### config.mk
export PLATFORM = sky130hd
export DESIGN_NAME = sorted_array_insert_remove
export DESIGN_NICKNAME = d
export VERILOG_FILES = /design/src/hw/rtl/sai_pkg.sv /design/src/hw/rtl/sorted_array_insert_remove.sv /design/src/hw/rtl/sai_ctrl.sv /design/src/hw/rtl/sai_dp.sv
export SDC_FILE = /design/constraint.sdc
export NUM_CORES = 2
export LEC_CHECK = 0
export ABC_AREA = 1
export BUFFER_PORTS_ARGS = -buffer_cell sky130_fd_sc_hd__clkbuf_2
export CAP_MARGIN = 5
export CORE_MARGIN = 2
export CORE_UTILIZATION = 34
export DETAILED_ROUTE_END_ITERATION = 16
export GPL_TIMING_DRIVEN = 0
export PLACE_DENSITY = 0.56
export SLEW_MARGIN = 40
export SYNTH_ARGS = -nofsm -noshare
export SYNTH_HDL_FRONTEND = slang
export SYNTH_SLANG_ARGS = --single-unit
### constraint.sdc
create_clock -name clk -period 4.35 [get_ports clk]
set_input_delay 0.6525 -clock clk [delete_from_list [all_inputs] [get_ports clk]]
set_output_delay 0.6525 -clock clk [all_outputs]
set_load 0.03 [all_outputs]
### src/hw/rtl/sai_pkg.sv
// Shared types and constants for the sorted array list.
`default_nettype none

package sai_pkg;

	// Operation codes carried in the request opcode field.
	localparam logic OP_INSERT = 1'b0;
	localparam logic OP_REMOVE = 1'b1;

	// Status codes returned with every response.
	localparam logic [1:0] ST_DONE      = 2'd0;
	localparam logic [1:0] ST_FULL      = 2'd1;
	localparam logic [1:0] ST_NOT_FOUND = 2'd2;

	localparam int unsigned VALUE_IN_W = 16;
	localparam int unsigned COUNT_OUT_W = 6;

	typedef struct packed {
		logic                          opcode;
		logic signed [VALUE_IN_W-1:0]  value;
	} req_t;

	typedef struct packed {
		logic [1:0]             status;
		logic [COUNT_OUT_W-1:0] count;
		logic                   empty_res;
		logic                   full_res;
	} rsp_t;

	typedef enum logic {
		S_IDLE,
		S_EXEC
	} state_t;

	// Commands from the controller to the datapath.
	typedef struct packed {
		logic load;
		logic exec;
	} cmd_t;

endpackage

`default_nettype wire

### src/hw/rtl/sorted_array_insert_remove.sv
// Top level of the sorted array list: controller, datapath and checks.
// The request is registered when it is taken, and the list, the response and its strobe
// are registered at the end of the execute state, in which every entry cell updates at once;
// busy is high in that state, so no new request is taken before the last one is through.
// Reset clears the count and the strobe; entries are undefined until written.
// The receiver cannot stall: each response is shown for exactly one cycle.
`default_nettype none

module sorted_array_insert_remove #(
	parameter int unsigned DEPTH       = 32,
	parameter int unsigned VALUE_WIDTH = 16
) (
	input  logic          clk,
	input  logic          arst_n,
	input  logic          start,
	output logic          busy,
	input  sai_pkg::req_t req,
	output logic          done,
	output sai_pkg::rsp_t rsp
);
	import sai_pkg::*;

	// Command bundle from the controller into the datapath.
	cmd_t cmd;

	// The controller takes a request when start is high in the idle state,
	// then enters the execute state, during which busy holds off new requests.
	sai_ctrl u_ctrl (
		.clk    (clk),
		.arst_n (arst_n),
		.start  (start),
		.busy   (busy),
		.cmd    (cmd)
	);

	// The datapath registers the request on load. In the execute cycle each
	// cell compares its entry with the value, and the cells from the insertion or
	// removal point on shift up for an insert or down for a remove in the same
	// edge. The response is registered at that edge and strobed with done in
	// the following cycle, in which the next request may also be taken.
	sai_dp #(
		.DEPTH       (DEPTH),
		.VALUE_WIDTH (VALUE_WIDTH)
	) u_dp (
		.clk    (clk),
		.arst_n (arst_n),
		.cmd    (cmd),
		.req    (req),
		.done   (done),
		.rsp    (rsp)
	);

	// A response is only strobed once the controller is idle again.
	a_done_idle: assert property (@(posedge clk) disable iff (!arst_n)
		done |-> !busy)
		else $error("response strobed while busy");

	// An accepted request always enters the execute cycle.
	a_accept_busy: assert property (@(posedge clk) disable iff (!arst_n)
		(start && !busy) |=> busy)
		else $error("accepted request did not start execution");

	// Every execute cycle produces exactly one response strobe right after it.
	a_exec_done: assert property (@(posedge clk) disable iff (!arst_n)
		busy |=> done)
		else $error("execute cycle produced no response");

	// A dropped insert can only be reported while the list is full.
	a_full_status: assert property (@(posedge clk) disable iff (!arst_n)
		(done && (rsp.status == ST_FULL)) |-> rsp.full_res)
		else $error("full status without full flag");

endmodule

`default_nettype wire

### src/hw/rtl/sai_ctrl.sv
// Controller state machine for the sorted array list.
`default_nettype none

module sai_ctrl (
	input  logic          clk,
	input  logic          arst_n,
	input  logic          start,
	output logic          busy,
	output sai_pkg::cmd_t cmd
);
	import sai_pkg::*;

	state_t state_q;
	state_t state_nxt;

	always_ff @(posedge clk or negedge arst_n) begin
		if (!arst_n) begin
			state_q <= S_IDLE;
		end else begin
			state_q <= state_nxt;
		end
	end

	always_comb begin
		state_nxt = state_q;
		unique case (state_q)
			S_IDLE: begin
				if (start) begin
					state_nxt = S_EXEC;
				end
			end
			S_EXEC: begin
				state_nxt = S_IDLE;
			end
			default: begin
				state_nxt = S_IDLE;
			end
		endcase
	end

	always_comb begin
		cmd.load = 1'b0;
		cmd.exec = 1'b0;
		busy     = 1'b0;
		unique case (state_q)
			S_IDLE: begin
				cmd.load = start;
			end
			S_EXEC: begin
				cmd.exec = 1'b1;
				busy     = 1'b1;
			end
			default: begin
				busy = 1'b0;
			end
		endcase
	end

endmodule

`default_nettype wire

### src/hw/rtl/sai_dp.sv
// Datapath of the sorted array list: a row of entry cells with local compare and shift.
`default_nettype none

module sai_dp #(
	parameter int unsigned DEPTH       = 32,
	parameter int unsigned VALUE_WIDTH = 16
) (
	input  logic          clk,
	input  logic          arst_n,
	input  sai_pkg::cmd_t cmd,
	input  sai_pkg::req_t req,
	output logic          done,
	output sai_pkg::rsp_t rsp
);
	import sai_pkg::*;

	localparam int unsigned CNT_W = $clog2(DEPTH + 1);
	localparam logic [CNT_W-1:0] CNT_FULL = CNT_W'(DEPTH);

	req_t                          req_q;
	logic [CNT_W-1:0]              count_q;
	logic                          done_q;
	rsp_t                          rsp_q;
	logic signed [VALUE_WIDTH-1:0] entry_q [DEPTH];

	logic signed [VALUE_WIDTH-1:0] val;
	logic [DEPTH-1:0]              gt;
	logic [DEPTH-1:0]              ge;
	logic [DEPTH-1:0]              eq;
	logic                          is_full;
	logic                          found;
	logic                          do_ins;
	logic                          do_rem;
	logic [CNT_W-1:0]              count_nxt;
	logic [1:0]                    status_nxt;

	// Sign-extend or truncate the request value to the stored width.
	assign val = VALUE_WIDTH'(req_q.value);

	assign is_full = (count_q == CNT_FULL);
	assign found   = |eq;
	assign do_ins  = cmd.exec && (req_q.opcode == OP_INSERT) && !is_full;
	assign do_rem  = cmd.exec && (req_q.opcode == OP_REMOVE) && found;

	always_comb begin
		count_nxt  = count_q;
		status_nxt = ST_DONE;
		if (req_q.opcode == OP_INSERT) begin
			if (is_full) begin
				status_nxt = ST_FULL;
			end else begin
				count_nxt = count_q + CNT_W'(1);
			end
		end else begin
			if (found) begin
				count_nxt = count_q - CNT_W'(1);
			end else begin
				status_nxt = ST_NOT_FOUND;
			end
		end
	end

	// Each cell compares its own entry with the request value. The stored
	// entries are sorted, so the greater and greater-or-equal flags rise once
	// along the row and mark the insertion and removal points directly.
	for (genvar i = 0; i < DEPTH; i++) begin : g_cell
		localparam logic [CNT_W-1:0] IDX = CNT_W'(i);
		logic                          valid;
		logic signed [VALUE_WIDTH-1:0] cell_nxt;

		assign valid = (IDX < count_q);
		assign gt[i] = valid && (entry_q[i] > val);
		assign ge[i] = valid && (entry_q[i] >= val);
		assign eq[i] = valid && (entry_q[i] == val);

		always_comb begin
			cell_nxt = entry_q[i];
			if (do_ins) begin
				if ((i > 0) && gt[(i > 0) ? i - 1 : 0]) begin
					cell_nxt = entry_q[(i > 0) ? i - 1 : 0];
				end else if (gt[i] || (IDX == count_q)) begin
					cell_nxt = val;
				end
			end else if (do_rem) begin
				if (ge[i] && (i < DEPTH - 1)) begin
					cell_nxt = entry_q[(i < DEPTH - 1) ? i + 1 : i];
				end
			end
		end

		always_ff @(posedge clk) begin
			entry_q[i] <= cell_nxt;
		end
	end

	always_ff @(posedge clk) begin
		if (cmd.load) begin
			req_q <= req;
		end
		if (cmd.exec) begin
			rsp_q.status    <= status_nxt;
			rsp_q.count     <= COUNT_OUT_W'(count_nxt);
			rsp_q.empty_res <= (count_nxt == '0);
			rsp_q.full_res  <= (count_nxt == CNT_FULL);
		end
	end

	always_ff @(posedge clk or negedge arst_n) begin
		if (!arst_n) begin
			count_q <= '0;
			done_q  <= 1'b0;
		end else begin
			done_q <= cmd.exec;
			if (cmd.exec) begin
				count_q <= count_nxt;
			end
		end
	end

	assign done = done_q;
	assign rsp  = rsp_q;

endmodule

`default_nettype wire

==> load_flow_metrics.sql <==
INSERT INTO impl_metrics (metric_group, metric, value, unit) VALUES
('layout', 'finalNonFillerCells', '7251', ''),
('floorplanning', 'core-area', '120100', 'µm²'),
('timing', 'tightest_slew', '0.9041', 'ns'),
('clocking', 'cts.root.buffer_cell', 'clkbuf_16', ''),
('floorplanning', 'boundaryPins', '32', ''),
('logic_synthesis', 'postSynthCellCount', '5409', ''),
('routing', 'antenna_violating_nets_post_route', '0', ''),
('clocking', 'cts-root-to-sink-buffers', '3', ''),
('pwr', 'p_sw_share', '33.67', '%'),
('logic_synthesis', 'synthesis.nets', '5945', ''),
('pwr', 'leakage_power', '20.99', 'nW'),
('clocking', 'cts-buffers-inserted', '69', ''),
('pwr', 'vdd.ir_drop.worst', '281.3', 'µV'),
('clocking', 'cts_num_sinks', '547', ''),
('placement', 'place_inst', '7081', ''),
('layout', 'final_layout_size_suffix_gt1_share', '7.137', '%'),
('floorplanning', 'die-area', '124200', 'µm²'),
('clocking', 'clk_transition_reported_paths', '0.06', 'ns'),
('floorplanning', 'initial_utilization', '34.35', '%'),
('logic_synthesis', 'synthTopCellsByArea', 'edfxtp_1 (39%), nand2_1 (18%), ha_1 (16%)', ''),
('placement', 'dp.final_hpwl', '129.4', 'mm'),
('global_routing', 'grt_overflow', '0', ''),
('timing', 'slew_viol_final', '0', ''),
('clocking', 'cts_tree', 'built', ''),
('worst_setup_path', 'launch_point_of_the_worst_reg_to_reg_path', 'u_dp.count_q[1]', ''),
('logic_synthesis', 'synth_seq_area_share', '39.71', '%'),
('logic_synthesis', 'synth_edf_count', '539', ''),
('worst_setup_path', 'timing.critical_path.slowest_stage_cell', 'ha_2', ''),
('global_routing', 'wire_length_of_the_first_global_routing_pass', '253.4', 'mm'),
('floorplanning', 'die_x', '352.4', 'µm'),
('logic_synthesis', 'yosys_register_bits', '547', ''),
('logic_synthesis', 'synthesis.area', '41260', 'µm²'),
('logic_synthesis', 'post_synth.cell_area_avg', '7.628', 'µm²'),
('layout', 'num-nets-final', '6119', ''),
('timing', 'slew_headroom', '39.73', '%'),
('pwr', 'p_int', '10.43', 'mW'),
('pwr', 'seq_power_share', '38.9', '%'),
('placement', 'placement.io_buffers', '31', ''),
('worst_setup_path', 'worstSetupStartpoint', 'u_dp.count_q[1]', ''),
('hold_path', 'holdPathStages', '1', ''),
('routing', 'detail_route.first_pass.iterations', '8', ''),
('worst_setup_path', 'timing.critical_path.from_type', 'flop', ''),
('layout', 'n_fill_cell', '12510', ''),
('timing', 'timing.clock.skew', '0.03525', 'ns'),
('worst_setup_path', 'critical_path_arrival', '4.75', 'ns'),
('timing', 'setup-tns-final', '0', 'ns'),
('timing', 'achievable-frequency', '230.4', 'MHz'),
('timing', 'fin_crit', '4.340', 'ns'),
('worst_setup_path', 'worst-setup-path-type', 'flop to flop', ''),
('layout', 'regArea', '16390', 'µm²'),
('pwr', 'total_switching_power', '5.293', 'mW'),
('placement', 'finalWeightedCongestion', '0.9577', ''),
('routing', 'initialDrtViolationCount', '5226', ''),
('logic_synthesis', 'async_reset_ff_share', '1.463', '%'),
('global_routing', 'first_global_vias', '38640', ''),
('logic_synthesis', 'synth-main-ff-cell', 'edfxtp_1', ''),
('logic_synthesis', 'yosys_warnings', '0', ''),
('pwr', 'p_per_cell_area', '329.4', 'nW/µm²'),
('worst_setup_path', 'cells_traversed_along_the_worst_timing_path', 'inv_1 > ha_2 > nand2_1 > nor2_1 > nor2_1 > nand2_1 > nand2_1 > nor2_1 > nand2_1 > nor2_4 > nand3_2 > nand2_2 > nor2_4 > buf_4 > inv_4 > nor2_4 > buf_12', ''),
('timing', 'setup_violations', '0', ''),
('status', 'outcome', 'finished, final reports clean', ''),
('pwr', 'power.share.combinational', '23.1', '%'),
('hold_path', 'hold_class', 'primary input to flop', ''),
('worst_setup_path', 'cp_max_fo', '16', ''),
('floorplanning', 'die_h', '352.4', 'µm'),
('logic_synthesis', 'netlist_top_cells_count', 'nand2_1 (1968), nor2_1 (618), edfxtp_1 (539)', ''),
('routing', 'totalWireLength', '178.2', 'mm'),
('hold_path', 'holdCritStartpoint', 'req[9]', ''),
('clocking', 'worst_skew_pair.late_latency', '0.67', 'ns'),
('routing', 'route.detailed.vias_per_inst', '5.629', ''),
('floorplanning', 'fp-row-count', '127', '');
worst paths after layout:
path	end	slack, ns
max	u_dp.entry_q[0][75]	0.01
min	u_dp.val[9]	0.17
max reg2reg	u_dp.entry_q[0][75]	0.01
min reg2reg	u_dp.entry_q[1][112]	0.60
max in group asynchronous	u_ctrl.state_q	3.70
min in group asynchronous	u_dp.count_q[1]	0.41
critical path, delay by kind of cell, from the launching register on:
family / cells / cell delay (ns)
buffers and inverters: 4 / 1.05
adders and majority gates: 1 / 0.51
and+or+nand+nor: 12 / 1.99
DFF: 1 / 0.47
repair_timing:
action / 4_1_cts / 5_1_grt
setup buffers: 24 / 17
pin swaps: 12 / 11
hold buffers: 1 / 0
endpoints found under the setup margin: 528 / 509
resized for setup: 37 / 12
endpoints found under the hold margin: 8 / 0
cloned: 1 / 2
through the flow:
step	setup WS [ns]	hold WS, ns	utilization, %	area (µm²)
after CTS	0.02895	0.1460	39.43	47370
after global routing	-0.008413	0.1507	39.71	47710
after detailed placement	-0.7279	0.5513	37.04	44500
after global placement	-3.165	0.5434	36.17	43450
final	0.009501	0.1689	39.73	47720
after floorplan	0.004424	0.3569	-	41280
layout by cell type, fill, tap and decap left out, types with 8 or more instances in the layout:
cell type / synthesis / layout
clkinv_1: 4 / 18
dfrtp_1: 8 / 8
inv_2: 15 / 14
clkbuf_2: 0 / 56
a21oi_1: 333 / 331
o211ai_1: 12 / 12
buf_6: 0 / 8
buf_4: 4 / 13
edfxtp_1: 539 / 539
o21bai_1: 12 / 12
a211oi_1: 8 / 8
o21ai_0: 435 / 430
clkbuf_16: 0 / 80
xor2_1: 8 / 8
a31oi_4: 0 / 10
nand3_1: 202 / 201
inv_1: 233 / 231
o21ai_1: 10 / 15
buf_16: 0 / 15
nand2_1: 1968 / 1968
buf_12: 0 / 37
nand4_1: 53 / 53
clkbuf_1: 189 / 157
nand3b_1: 23 / 23
nor2_1: 618 / 594
buf_2: 49 / 74
nor2_4: 7 / 28
o22ai_1: 87 / 87
ha_1: 516 / 515
clkinv_2: 1 / 13
power by group through the flow:
stage | logic [mW] | clock network [mW] | registers [mW]
4_1_cts | 3.48 | 6.01 | 6.11
3_5_place_dp | 3.40 | 0 | 6.22
6_report | 3.63 | 5.98 | 6.11
3_3_place_gp | 3.22 | 0 | 6.23
2_1_floorplan | 2.09 | 0 | 6.19
5_1_grt | 3.95 | 6.20 | 6.12
flip-flops by register name, summed over array words and instances (netlist names):
name            flops
u_dp.entry_q      512
u_dp.val           16
u_dp.rsp           10
u_dp.count_q        6
u_ctrl.state_q      1
u_dp.done           1
u_dp.req_q          1
layout make-up:
class                   count  area share [%]
clock inverters            38          0.7813
multi-input cells        4341           48.62
flip-flops and latches    547           34.33
clock buffers              83           3.883
inverters                 253           2.013
plain buffers             266           2.902
repair buffers            105           3.209
well taps                1612           4.226
diodes                      6         0.03146
cell families (layout without fill, tap and decap cells):
kind of cell             count (synthesis)  in the layout  share of synthesized area, %
AO/OA/AOI/OAI                          917            917                         11.65
buffers and inverters                  521            745                         4.928
XOR/XNOR                                15             15                        0.3184
flip-flops                             547            547                         39.71
AND/OR/NAND/NOR                       2893           2893                         27.74
adder cells (fa/ha/maj)                516            516                         15.65
other                                    0              6                             0
metal layers:
metal | routed length (µm) | up-vias | global-route usage (%) | part of all wire, %
met3 | 17880 | 488 | 5.765 | 10
li1 | - | 18680 | - | -
met2 | 78520 | 2176 | 43.19 | 44
met4 | 9093 | 0 | 13.20 | 5.1
met5 | 0 | - | 0 | 0
met1 | 72740 | 19470 | 36.18 | 41
Note: power is estimated with default switching activity, not from simulation.
